[src/rtl/psss_pkg.sv]
// Package for the power start/stop sequencer: word types, sequencer states,
// command and rating codes, the inverter rating function.
// No dependencies.
package psss_pkg;

  localparam int unsigned VoltW   = 16;
  localparam int unsigned CfgIdxW = 2;
  localparam int unsigned CfgDatW = 16;

  typedef enum logic [2:0] {
    MODE_IDLE      = 3'd0,
    MODE_BAT_START = 3'd1,
    MODE_INV_WAIT  = 3'd2,
    MODE_WORK      = 3'd3,
    MODE_INV_STOP  = 3'd4,
    MODE_BAT_STOP  = 3'd5
  } mode_e;

  typedef enum logic [1:0] {
    CMD_NONE  = 2'd0,
    CMD_START = 2'd1,
    CMD_STOP  = 2'd2
  } cmd_e;

  typedef enum logic [1:0] {
    RATE_NA   = 2'd0,
    RATE_OK   = 2'd1,
    RATE_WARN = 2'd2,
    RATE_FAIL = 2'd3
  } rate_e;

  // reported state of battery and inverters
  localparam logic [1:0] UnitIdle    = 2'd0;
  localparam logic [1:0] UnitWorking = 2'd2;

  localparam logic [1:0] KeyStart = 2'd2;
  localparam logic [1:0] KeyStop  = 2'd0;

  localparam logic [CfgIdxW-1:0] RegFailLevel = 2'd0;
  localparam logic [CfgIdxW-1:0] RegWarnLevel = 2'd1;

  typedef struct packed {
    logic [1:0]       key_pos;
    logic             bat_low_charge;
    logic             bat_low_voltage;
    logic [3:0]       hyd_flags;
    logic [3:0]       eng_flags;
    logic [1:0]       battery_state;
    logic [1:0]       hyd_state;
    logic [1:0]       eng_state;
    logic [VoltW-1:0] inverter_voltage;
  } in_item_t;

  typedef struct packed {
    logic [2:0] mode;
    logic [1:0] start_stage;
    logic       ready_res;
    logic [1:0] hyd_status;
    logic [1:0] eng_status;
    logic [1:0] voltage_status;
    logic [1:0] battery_cmd;
    logic [1:0] inverter_cmd;
    logic       power_hold;
    logic       pump_enable;
  } out_item_t;

  // flags: bit0 online, bit1 error, bit2 warning, bit3 overtemperature
  function automatic rate_e rate_inverter(input logic [3:0] flags);
    rate_e r;
    if (!flags[0]) begin
      r = RATE_NA;
    end else if (flags[1]) begin
      r = RATE_FAIL;
    end else if (flags[2] || flags[3]) begin
      r = RATE_WARN;
    end else begin
      r = RATE_OK;
    end
    return r;
  endfunction

endpackage

[src/rtl/psss_in_if.sv]
// Input channel of the sequencer: valid/ready handshake with one sample word.
// Depends on psss_pkg.
interface psss_in_if;
  logic                 valid;
  logic                 ready;
  psss_pkg::in_item_t   data;

  modport source (output valid, output data, input ready);
  modport sink   (input valid, input data, output ready);
endinterface

[src/rtl/psss_out_if.sv]
// Result channel of the sequencer: valid/ready handshake with one result word.
// Depends on psss_pkg.
interface psss_out_if;
  logic                 valid;
  logic                 ready;
  psss_pkg::out_item_t  data;

  modport source (output valid, output data, input ready);
  modport sink   (input valid, input data, output ready);
endinterface

[src/rtl/psss_cfg_if.sv]
// Register write channel: valid/ready with register index and write data.
// Depends on psss_pkg.
interface psss_cfg_if;
  logic                            valid;
  logic                            ready;
  logic [psss_pkg::CfgIdxW-1:0]    index;
  logic [psss_pkg::CfgDatW-1:0]    wdata;

  modport source (output valid, output index, output wdata, input ready);
  modport sink   (input valid, input index, input wdata, output ready);
endinterface

[src/rtl/power_start_stop_sequencer.sv]
// Power start/stop sequencer top level: input register, sequencer decision,
// result register. Depends on psss_pkg, psss_in_if, psss_out_if, psss_cfg_if.

// One sample word is taken per clock cycle and gives exactly one result word.
// A word is held in the input register while the sequencer state, the inverter
// ratings and the voltage rating are worked out from it; they land in the result
// register when that register is free, and the result word is offered from there.
// The throughput of one word per cycle is held as long as the result side takes
// words; a stall on the result side backs up through both registers. Register
// writes are taken in any cycle and must be made while no word is in flight.
module power_start_stop_sequencer (
  input  logic       clk_i,
  input  logic       rst_ni,
  psss_in_if.sink    in_i,
  psss_out_if.source out_o,
  psss_cfg_if.sink   cfg_i
);

  // configuration
  logic [psss_pkg::VoltW-1:0] fail_level_q;
  logic [psss_pkg::VoltW-1:0] warn_level_q;

  assign cfg_i.ready = 1'b1;

  always_ff @(posedge clk_i or negedge rst_ni) begin
    if (!rst_ni) begin
      fail_level_q <= '0;
      warn_level_q <= '0;
    end else if (cfg_i.valid) begin
      if (cfg_i.index == psss_pkg::RegFailLevel) begin
        fail_level_q <= cfg_i.wdata;
      end
      if (cfg_i.index == psss_pkg::RegWarnLevel) begin
        warn_level_q <= cfg_i.wdata;
      end
    end
  end

  // pipeline control
  logic                 in_vld_q;
  psss_pkg::in_item_t   in_q;
  logic                 out_vld_q;
  psss_pkg::out_item_t  out_q;
  logic                 out_free;
  logic                 advance;

  assign out_free    = !out_vld_q || out_o.ready;
  assign advance     = in_vld_q && out_free;
  assign in_i.ready  = !in_vld_q || out_free;

  always_ff @(posedge clk_i or negedge rst_ni) begin
    if (!rst_ni) begin
      in_vld_q <= 1'b0;
    end else if (in_i.ready) begin
      in_vld_q <= in_i.valid;
    end
  end

  always_ff @(posedge clk_i) begin
    if (in_i.valid && in_i.ready) begin
      in_q <= in_i.data;
    end
  end

  // sequencer state
  psss_pkg::mode_e mode_q, mode_d;
  logic            hold_q, hold_d;
  logic            pump_q, pump_d;

  psss_pkg::rate_e hyd_rate, eng_rate, volt_rate;
  psss_pkg::cmd_e  bat_cmd, inv_cmd;
  logic [1:0]      stage;
  logic            ready_now;

  assign hyd_rate  = psss_pkg::rate_inverter(in_q.hyd_flags);
  assign eng_rate  = psss_pkg::rate_inverter(in_q.eng_flags);
  assign ready_now = (hyd_rate == psss_pkg::RATE_OK) && (eng_rate == psss_pkg::RATE_OK)
                     && !in_q.bat_low_charge && !in_q.bat_low_voltage;

  // next state
  always_comb begin
    mode_d = mode_q;
    hold_d = hold_q;
    pump_d = pump_q;
    case (mode_q)
      psss_pkg::MODE_IDLE: begin
        if (in_q.key_pos == psss_pkg::KeyStart && ready_now) begin
          mode_d = psss_pkg::MODE_BAT_START;
        end
      end
      psss_pkg::MODE_BAT_START: begin
        if (in_q.battery_state == psss_pkg::UnitWorking) begin
          mode_d = psss_pkg::MODE_INV_WAIT;
        end
      end
      psss_pkg::MODE_INV_WAIT: begin
        if (in_q.hyd_state == psss_pkg::UnitWorking &&
            in_q.eng_state == psss_pkg::UnitWorking) begin
          mode_d = psss_pkg::MODE_WORK;
          hold_d = 1'b1;
          pump_d = 1'b1;
        end
      end
      psss_pkg::MODE_WORK: begin
        if (in_q.key_pos == psss_pkg::KeyStop) begin
          mode_d = psss_pkg::MODE_INV_STOP;
        end
      end
      psss_pkg::MODE_INV_STOP: begin
        if (in_q.hyd_state == psss_pkg::UnitIdle && in_q.eng_state == psss_pkg::UnitIdle) begin
          mode_d = psss_pkg::MODE_BAT_STOP;
        end
      end
      psss_pkg::MODE_BAT_STOP: begin
        if (in_q.battery_state == psss_pkg::UnitIdle) begin
          mode_d = psss_pkg::MODE_IDLE;
          hold_d = 1'b0;
          pump_d = 1'b0;
        end
      end
      default: begin
        mode_d = mode_q;
      end
    endcase
  end

  // per-word outputs
  always_comb begin
    bat_cmd = psss_pkg::CMD_NONE;
    inv_cmd = psss_pkg::CMD_NONE;
    stage   = 2'd0;
    case (mode_q)
      psss_pkg::MODE_IDLE: begin
        if (in_q.key_pos == psss_pkg::KeyStart) begin
          stage = 2'd1;
          if (ready_now) begin
            bat_cmd = psss_pkg::CMD_START;
          end
        end
      end
      psss_pkg::MODE_BAT_START: begin
        stage = 2'd2;
        if (in_q.battery_state == psss_pkg::UnitWorking) begin
          inv_cmd = psss_pkg::CMD_START;
        end
      end
      psss_pkg::MODE_INV_WAIT: begin
        stage = 2'd3;
      end
      psss_pkg::MODE_WORK: begin
        if (in_q.key_pos == psss_pkg::KeyStop) begin
          stage   = 2'd3;
          inv_cmd = psss_pkg::CMD_STOP;
        end
      end
      psss_pkg::MODE_INV_STOP: begin
        stage = 2'd2;
        if (in_q.hyd_state == psss_pkg::UnitIdle && in_q.eng_state == psss_pkg::UnitIdle) begin
          bat_cmd = psss_pkg::CMD_STOP;
        end
      end
      psss_pkg::MODE_BAT_STOP: begin
        stage = 2'd1;
      end
      default: begin
        stage = 2'd0;
      end
    endcase
  end

  // voltage is rated against the state after this word; fail test wins
  always_comb begin
    if (mode_d != psss_pkg::MODE_WORK) begin
      volt_rate = psss_pkg::RATE_NA;
    end else if (in_q.inverter_voltage < fail_level_q) begin
      volt_rate = psss_pkg::RATE_FAIL;
    end else if (in_q.inverter_voltage < warn_level_q) begin
      volt_rate = psss_pkg::RATE_WARN;
    end else begin
      volt_rate = psss_pkg::RATE_OK;
    end
  end

  always_ff @(posedge clk_i or negedge rst_ni) begin
    if (!rst_ni) begin
      mode_q <= psss_pkg::MODE_IDLE;
      hold_q <= 1'b0;
      pump_q <= 1'b0;
    end else if (advance) begin
      mode_q <= mode_d;
      hold_q <= hold_d;
      pump_q <= pump_d;
    end
  end

  // result register
  always_ff @(posedge clk_i or negedge rst_ni) begin
    if (!rst_ni) begin
      out_vld_q <= 1'b0;
    end else if (out_free) begin
      out_vld_q <= in_vld_q;
    end
  end

  always_ff @(posedge clk_i) begin
    if (advance) begin
      out_q.mode           <= mode_d;
      out_q.start_stage    <= stage;
      out_q.ready_res      <= ready_now;
      out_q.hyd_status     <= hyd_rate;
      out_q.eng_status     <= eng_rate;
      out_q.voltage_status <= volt_rate;
      out_q.battery_cmd    <= bat_cmd;
      out_q.inverter_cmd   <= inv_cmd;
      out_q.power_hold     <= hold_d;
      out_q.pump_enable    <= pump_d;
    end
  end

  assign out_o.valid = out_vld_q;
  assign out_o.data  = out_q;

endmodule

[src/flat_wrapper.sv]
// flat-port wrapper written by rule: the top's interface ports become plain ports
module power_start_stop_sequencer_flat 
  (clk_i, rst_ni, in_i_valid, in_i_data, in_i_ready, out_o_valid, out_o_data, out_o_ready, cfg_i_valid, cfg_i_index, cfg_i_wdata, cfg_i_ready);
  psss_in_if in_i_i ();
  psss_out_if out_o_i ();
  psss_cfg_if cfg_i_i ();
  input  logic clk_i;
  input  logic rst_ni;
  input wire logic [$bits(in_i_i.valid)-1:0] in_i_valid;
  input wire logic [$bits(in_i_i.data)-1:0] in_i_data;
  output wire logic [$bits(in_i_i.ready)-1:0] in_i_ready;
  output wire logic [$bits(out_o_i.valid)-1:0] out_o_valid;
  output wire logic [$bits(out_o_i.data)-1:0] out_o_data;
  input wire logic [$bits(out_o_i.ready)-1:0] out_o_ready;
  input wire logic [$bits(cfg_i_i.valid)-1:0] cfg_i_valid;
  input wire logic [$bits(cfg_i_i.index)-1:0] cfg_i_index;
  input wire logic [$bits(cfg_i_i.wdata)-1:0] cfg_i_wdata;
  output wire logic [$bits(cfg_i_i.ready)-1:0] cfg_i_ready;
  assign in_i_i.valid = in_i_valid;
  assign in_i_i.data = in_i_data;
  assign in_i_ready = in_i_i.ready;
  assign out_o_valid = out_o_i.valid;
  assign out_o_data = out_o_i.data;
  assign out_o_i.ready = out_o_ready;
  assign cfg_i_i.valid = cfg_i_valid;
  assign cfg_i_i.index = cfg_i_index;
  assign cfg_i_i.wdata = cfg_i_wdata;
  assign cfg_i_ready = cfg_i_i.ready;
  power_start_stop_sequencer u_core (.clk_i(clk_i), .rst_ni(rst_ni), .in_i(in_i_i), .out_o(out_o_i), .cfg_i(cfg_i_i));
endmodule
[config.mk]
export PLATFORM = sky130hd
export DESIGN_NAME = power_start_stop_sequencer_flat
export DESIGN_NICKNAME = d
export VERILOG_FILES = /design/src/rtl/psss_pkg.sv /design/src/rtl/psss_in_if.sv /design/src/rtl/psss_out_if.sv /design/src/rtl/psss_cfg_if.sv /design/src/rtl/power_start_stop_sequencer.sv /design/src/flat_wrapper.sv
export SDC_FILE = /design/constraint.sdc
export NUM_CORES = 1
export LEC_CHECK = 0
export ABC_AREA = 1
export BUFFER_PORTS_ARGS = -buffer_cell sky130_fd_sc_hd__buf_2
export CAP_MARGIN = 10
export CORE_MARGIN = 2
export CORE_UTILIZATION = 55
export CTS_CLUSTER_DIAMETER = 30
export DETAILED_ROUTE_END_ITERATION = 10
export GPL_ROUTABILITY_DRIVEN = 0
export MAX_ROUTING_LAYER = met4
export PLACE_DENSITY = 0.85
export SYNTH_ARGS = -nofsm -noshare
export SYNTH_HDL_FRONTEND = slang
export SYNTH_SLANG_ARGS = --single-unit
[constraint.sdc]
create_clock -name clk_i -period 1.8 [get_ports clk_i]
set_input_delay 0.18 -clock clk_i [delete_from_list [all_inputs] [get_ports clk_i]]
set_output_delay 0.18 -clock clk_i [all_outputs]
set_load 0.01 [all_outputs]
# Yosys cells after proc, flatten, opt, wreduce, memory -nomap -nowiden
# Cells that the tools add are included.
# W data, S select, Z words.
[classes]
n_eq_ne = 13
magnitude_cmp = 2
n_reduce_logical = 25
n_mux = 31
[op_table]
columns = ["operator", "n"]
rows = [
  ["$lt A16 B16 Y1", 2],
  ["$mux W2", 12],
  ["$mux W3", 6],
  ["$pmux W3 S6", 1],
  ["$logic_not A2 Y1", 5],
  ["$pmux W2 S5", 1],
  ["$eq A2 B2 Y1 const B", 4],
  ["$logic_and A1 B1 Y1", 8],
  ["$pmux W2 S2", 2],
  ["$mux W1", 7],
  ["$eq A2 B1 Y1 const B", 3],
  ["$eq A3 B2 Y1 const B", 2],
  ["$eq A3 B3 Y1 const B", 2],
  ["$logic_not A1 Y1", 4],
  ["$logic_or A1 B1 Y1", 4],
  ["$pmux W1 S2", 2],
  ["$reduce_and A2 Y1", 2],
  ["$eq A3 B1 Y1 const B", 1],
  ["$logic_not A3 Y1", 1],
  ["$ne A3 B2 Y1 const B", 1],
  ["$reduce_or A2 Y1", 1],
]
[word_totals]
wordCells = 97
reg_bits = 91
inputBits = 57

# Longest topological paths before layout
# Gate-level depths: netlist (run 1).
[logic_depth]
ltp_word = 12
mapped_depth = 11

# Worst setup path before layout (run 1)
# Ideal clock, no wire load.
[synth_path]
kind = "reg2reg"
startpoint = "reg u_core.out_vld_q (netlist: u_core.out_o.valid)"
endpoint = "reg u_core.in_q[0] (netlist name), enable pin"
path_slack_ps = 55
stages_incl_launch_ff = 4
period_less_slack_ps = 1745
n_path_buf = 0
arrival_time_ps = 1356
setup_time_ps = 389
path_cell_list = "dfrtp_1 > nand3_1 > nand2_1 > inv_1"
[synth_between]
elab_chain_cells = 4
[synth_lines]
columns = ["item", "line_no", "text"]
rows = [
  ["start: declaration", "power_start_stop_sequencer.sv:42", "logic out_vld_q;"],
  ["start signal: assignment", "power_start_stop_sequencer.sv:201", "out_vld_q <= in_vld_q;"],
  ["$logic_not A1 Y1", "power_start_stop_sequencer.sv:47", "assign out_free = !out_vld_q || out_o.ready;"],
  ["$logic_or A1 B1 Y1", "power_start_stop_sequencer.sv:47", ""],
  ["$logic_or A1 B1 Y1", "power_start_stop_sequencer.sv:49", "assign in_i.ready = !in_vld_q || out_free;"],
  ["via in_i_ready", "flat_wrapper.sv:11", "output wire logic [$bits(in_i_i.ready)-1:0] in_i_ready;"],
  ["$logic_and A1 B1 Y1", "power_start_stop_sequencer.sv:60", "if (in_i.valid && in_i.ready) begin"],
  ["end signal: assignment", "power_start_stop_sequencer.sv:61", "in_q <= in_i.data;"],
  ["end: declaration", "power_start_stop_sequencer.sv:41", "psss_pkg::in_item_t in_q;"],
]
# The timed path passes the listed nets, and every way through them passes these cells.
# A chain may end at the register's enable or synchronous reset.

# Worst setup path in the final report (run 1)
[layout_path]
startpoint = "reg u_core.in_q[7] (netlist name)"
endpoint = "reg u_core.out_q, in the netlist u_core.out_o.data[6], data pin"
[layout_between]
elab_chain_cells = 3
[layout_lines]
columns = ["item", "line_no", "text"]
rows = [
  ["$lt A16 B16 Y1", "power_start_stop_sequencer.sv:177", "end else if (in_q.inverter_voltage < warn_level_q) begin"],
  ["$mux W2", "power_start_stop_sequencer.sv:177", ""],
  ["$mux W2 *", "power_start_stop_sequencer.sv:175", "end else if (in_q.inverter_voltage < fail_level_q) begin"],
  ["end: declaration", "power_start_stop_sequencer.sv:43", "psss_pkg::out_item_t out_q;"],
]
# Mark *: on every way between the ends. The rest lies on a longest branch, timed or not.

==> results.json, run 1 <==
{
  "status": "completed",
  "vdd_drop_max_v": 0.000606,
  "syn_avg_cell_area_um2": 10.3,
  "worstSetupPathType": "flop to flop",
  "die_w_um": 91.0,
  "ant_nets": 0,
  "antenna_found_initial": 0,
  "htree_levels": 3,
  "worstMarginPinSlew_ns": 0.520,
  "timing.fmax_mhz": 603,
  "cts.path.max_buffers": 2,
  "ios": 78,
  "slew_viol_final": 0,
  "r2r_start": "u_core.in_q[7]",
  "cp-end-kind": "flop",
  "core.rowCount": 31,
  "final_cell_mix": "nand2_1 (86), buf_2 (76), inv_1 (70)",
  "clkTransAtPathRegs_ns": 0.10,
  "yosysUniqueCellTypes": 28,
  "drt-initial-drc-count": 249,
  "portBuffers": 76,
  "drive_gt1_frac": 0.212,
  "worstSetupStartpointType": "flop",
  "start_util": 0.571,
  "post-route-period-util": 0.922,
  "drc": 0,
  "grt_pass1_wl_um": 14000,
  "ys_warn_count": 0,
  "synthFlopType": "edfxtp_1",
  "r2r-end": "u_core.out_o.data[6]",
  "grt_pass1_vias": 3132,
  "hpwlAfterDp_um": 5450,
  "hold_violations": 0,
  "vias": 3141,
  "gr-total-overflow": 0,
  "max_cap_violations": 0,
  "powerDensity_nw_per_um2": 1020,
  "layout_min_cycle_time_ns": 1.66,
  "syn_nets": 492,
  "p_leak_uw": 0.00252,
  "nets": 610,
  "diodes": 0,
  "ys_ff_latch": 91,
  "final.setup.tns_ns": 0,
  "finalClockSkew_ns": 0.0153,
  "die-height_um": 91.0,
  "synth_edf_count": 52,
  "rr_worst_depth": 6,
  "rsz0062_at_grt": "false",
  "hold_path_depth": 1,
  "synth_cells": 405,
  "first_pass_iters": 5,
  "hold_path_class": "input port to flop",
  "setup_viol": 0,
  "core_area_um2": 7290,
  "cp_max_fo": 2,
  "grt_max_degree": 40,
  "wl_per_cell_um": 13.1,
  "vias_per_cell": 5.01,
  "arrival_ns": 1.77,
  "cp_data_required_time_ns": 1.92,
  "cts-root-buf": "clkbuf_8",
  "cts_sinks": 91,
  "cts_tree": "built",
  "slew_headroom": 0.653,
  "r2r_slack_ns": 0.14,
  "fin_ws_ns": 0.141,
  "synth_area_um2": 4170,
  "wl_um": 8240,
  "power_uw": 5330,
  "cts_buffers": 9,
  "area_delta_synth_final_pct": 25.6,
  "dieArea_um2": 8290,
  "grtUsageTotal": 0.219,
  "insertion_delay_ns": 0.36,
  "layout_commonest_cell": "nand2_1",
  "yosysSeqAreaShare": 0.609,
  "post-place-ws_ns": 0.143,
  "hp-start": "in_i_data[29]",
  "async_reset_ff_frac": 0.429,
  "min_to": "u_core.in_q[29]"
}
state kept, by name (all words and copies together), names as in the netlist:
signal and flops:
u_core.in_q 34, u_core.warn_level_q 16, u_core.fail_level_q 16, u_core.out_o.valid 1, u_core.in_vld_q 1, u_core.mode_q 3, u_core.out_o.data 18, u_core.pump_q 1
u_core.hold_q 1
report_power, final:
group | total (uW) | internal [uW] | switching, uW
combinational | 1240 | 517 | 719
clock | 1340 | 543 | 799
sequential | 2760 | 2580 | 179
cell type report:
cell class	instances	area [um^2]
multi-input combinational	232	1320
timing repair buffer	115	783
clock buffer	9	124
tap	99	124
fill	515	2060
inverter	74	278
clock inverter	7	67.6
sequential	91	2540
worst max-delay path by stage:
stage	from	endpoint	slack (ns)
after floorplan	u_core.out_o.valid	u_core.in_q[0]	0.06
after global placement	u_core.in_q[15]	u_core.out_o.data[7]	0.22
after detailed placement	u_core.in_q[15]	u_core.out_o.data[7]	0.14
after CTS	u_core.in_q[15]	u_core.out_o.data[7]	0.14
after global routing	u_core.in_q[7]	u_core.out_o.data[6]	0.0006
final	u_core.in_q[7]	u_core.out_o.data[6]	0.14
worst max-delay path, cell delays in order, from the launching register on:
cell and delay [ns]:
edfxtp_1 0.42, ha_1 0.32, a21oi_1 0.17, o21a_1 0.18, nand2_1 0.10, a21oi_1 0.15
a21oi_1 0.08
through the flow:
stage	instance area (um^2)	util	cells	hold WS, ns
2_1_floorplan	4170	-	405	-0.116
3_3_place_gp	4690	0.644	577	0.263
3_5_place_dp	4690	0.644	577	0.273
4_1_cts	5220	0.715	626	0.00202
5_1_grt	5230	0.718	627	0.00114
6_report	5230	0.718	627	0.0200
per-layer routing:
metal	share of wire	track usage	up-vias
li1	-	-	1561
met1	0.43	0.279	1438
met2	0.49	0.352	125
met3	0.060	0.0440	17
met4	0.023	0.0783	0
met5	0	-	-
cells by family after synthesis:
logic type                 synth area share
AOI/OAI and AO/OA                    0.0865
adders and majority gates            0.0901
buffers and inverters                0.0757
DFF                                   0.609
other                              0.000900
and+or+nand+nor                       0.138
Yosys cell counts (3+ instances only):
master | number | share of area
a21oi_1 | 21 | 0.025
a31oi_1 | 3 | 0.0045
clkbuf_1 | 6 | 0.0054
dfrtp_1 | 39 | 0.23
edfxtp_1 | 52 | 0.37
ha_1 | 30 | 0.090
inv_1 | 70 | 0.063
inv_2 | 3 | 0.0027
nand2_1 | 86 | 0.078
nand3_1 | 9 | 0.011
nand3b_1 | 3 | 0.0054
nor2_1 | 20 | 0.018
nor2_2 | 3 | 0.0045
o21ai_0 | 35 | 0.042
o21ai_1 | 4 | 0.0048
what timing repair did:
action	CTS	global route
resized for setup	0	1
endpoints found under the setup margin	0	2
buffers inserted	0	0
hold buffers	33	1
endpoints found under the hold margin	71	1
Power figures use the tool's default switching activity.
==> run 2: changes to the inputs <==
- CORE_UTILIZATION: 55 -> 35
- PLACE_DENSITY: 0.85 -> 0.61
- SLEW_MARGIN: default -> 20
==> run 2 against run 1 <==
Net effect: the flow now finishes with violations (design-rule violations); highest routed layer unchanged; combinational power shrank 5%; count of clock-buffer cells in the layout grew 1; largest cell class unchanged; non-clock buffer count shrank 29; setup slack gained 0.020 ns; critical path type unchanged; largest power group unchanged.
==> results.json, run 2 (synthesized netlist as in run 1, its figures left out) <==
{
  "final.setup.tns_ns": 0,
  "cts-root-buf": "clkbuf_16",
  "die_w_um": 113,
  "multi_input_area_um2": 1320,
  "r2r_slack_ns": 0.16,
  "fillers": 1109,
  "vias": 2975,
  "wl_um": 8300,
  "rr_worst_depth": 7,
  "timing.fmax_mhz": 610,
  "grtUsageTotal": 0.147,
  "hp-start": "in_i_data[29]",
  "grt_pass1_vias": 3114,
  "drt-initial-drc-count": 125,
  "hold_path_depth": 1,
  "status": "finished, violations left",
  "p_leak_uw": 0.00247,
  "arrival_ns": 1.73,
  "cts_tree": "built",
  "gr-total-overflow": 0,
  "slew_viol_final": 0,
  "hold_violations": 0,
  "hpwlAfterDp_um": 6060,
  "max_cap_violations": 0,
  "worstSetupStartpointType": "flop",
  "place_inst": 622,
  "layout_commonest_cell": "nand2_1",
  "antenna_found_initial": 0,
  "grt_max_degree": 40,
  "slew_headroom": 0.657,
  "dieArea_um2": 12800,
  "start_util": 0.362,
  "ios": 78,
  "r2r-end": "u_core.out_o.data[7]",
  "powerDensity_nw_per_um2": 1180,
  "finalClockSkew_ns": 0.00478,
  "setup_viol": 0,
  "portBuffers": 76,
  "violations": "design-rule violations",
  "layout_min_cycle_time_ns": 1.64,
  "rsz0062_at_grt": "false",
  "ant_nets": 0,
  "worstSetupPathType": "flop to flop",
  "first_pass_iters": 7,
  "largest_reg_flops": 34,
  "core_area_um2": 11500,
  "post-route-period-util": 0.911,
  "worstMarginPinSlew_ns": 0.515,
  "nets": 581,
  "cts_buffers": 9,
  "cp-end-kind": "flop",
  "regMostFlops": "u_core.in_q",
  "htree_levels": 3,
  "drc": 3,
  "wl_per_cell_um": 12.9,
  "vias_per_cell": 4.63,
  "drive_gt1_frac": 0.222,
  "final_cell_count_no_fill": 642,
  "vdd_drop_max_v": 0.000443,
  "final_cell_mix": "nand2_1 (86), buf_2 (76), inv_1 (70)",
  "area_delta_synth_final_pct": 23.3,
  "core.rowCount": 39,
  "r2r_start": "u_core.in_q[15]",
  "grt_pass1_wl_um": 14200,
  "cts.path.max_buffers": 2,
  "cts_sinks": 91,
  "cp_max_fo": 3,
  "ff_latch_area_um2": 2540,
  "die-height_um": 113,
  "hold_path_class": "input port to flop",
  "diodes": 0,
  "min_to": "u_core.in_q[29]",
  "insertion_delay_ns": 0.34,
  "cp_data_required_time_ns": 1.89,
  "clkTransAtPathRegs_ns": 0.06
}
[run 2: cell count changes in the layout (fill, tap and decap cells not counted), moves of 2 or more]
cell	change
bufinv_16	+3
clkbuf_16	+9
clkbuf_8	-9
clkinv_2	+2
dlygate4sd3_1	-30
inv_6	-2
inv_8	-3
[run 2: area by class of cell]
type,instances,share of cell area
Sequential cell,91,0.494
Inverter,74,0.0541
Multi-Input combinational cell,232,0.257
Clock inverter,6,0.0202
Timing Repair Buffer,86,0.0955
Tap cell,143,0.0348
Clock buffer,10,0.0446
[run 2: metal layers]
layer  track usage  wire length (um)  part of all wire  vias to the layer above
li1              -                 -                 -                     1509
met1         0.177              3700              0.45                     1388
met2         0.236              4100              0.49                       57
met3        0.0262               295             0.036                       21
met4        0.0789               204             0.025                        0
met5             -                 0                 0                        -
[run 2: critical path, cell delays in order (launching register included)]
cell and delay (ns):
edfxtp_1 0.42, ha_1 0.32, nand2_1 0.10, or2_2 0.30
nand3_1 0.09, inv_1 0.04, nand2_1 0.06, a21oi_1 0.05
[run 2: report_power, final]
group	switching (uW)	total (uW)	internal, uW	leakage, uW
Clock	748	2090	1350	0.000164
Combinational	701	1180	482	0.00131
Sequential	179	2760	2580	0.000991
[run 2: worst max-delay path by stage]
| stage | startpoint | endpoint | slack, ns | depth (start not counted) |
|---|---|---|---|---|
| 2_1_floorplan | u_core.out_o.valid | u_core.in_q[0] | 0.06 | 3 |
| 4_1_cts | u_core.in_q[15] | u_core.out_o.data[7] | 0.15 | 6 |
| 5_1_grt | u_core.in_q[15] | u_core.out_o.data[7] | 0.06 | 6 |
| 3_5_place_dp | u_core.in_q[15] | u_core.out_o.data[7] | 0.17 | 6 |
| 6_report | u_core.in_q[15] | u_core.out_o.data[7] | 0.16 | 7 |
| 3_3_place_gp | u_core.in_q[15] | u_core.out_o.data[7] | 0.22 | 6 |
[run 2: timing repair]
action | in CTS | in global routing
gates resized for setup | 0 | 1
hold buffers | 2 | 2
endpoints found under the hold margin | 40 | 2
endpoints found under the setup margin | 0 | 1
setup buffers | 0 | 0
[run 2: metrics by stage]
stage          cell area, um^2  setup slack, ns   util  total power [uW]  hold slack [ns]
6_report                  5140            0.161  0.446              6040          0.00877
4_1_cts                   5110            0.153  0.444              6100         0.000827
3_5_place_dp              4760            0.167  0.413              3970            0.275
3_3_place_gp              4760            0.219  0.413              3920            0.261
5_1_grt                   5140           0.0615  0.446              6400          0.00336
2_1_floorplan             4170           0.0550      -              3550           -0.116
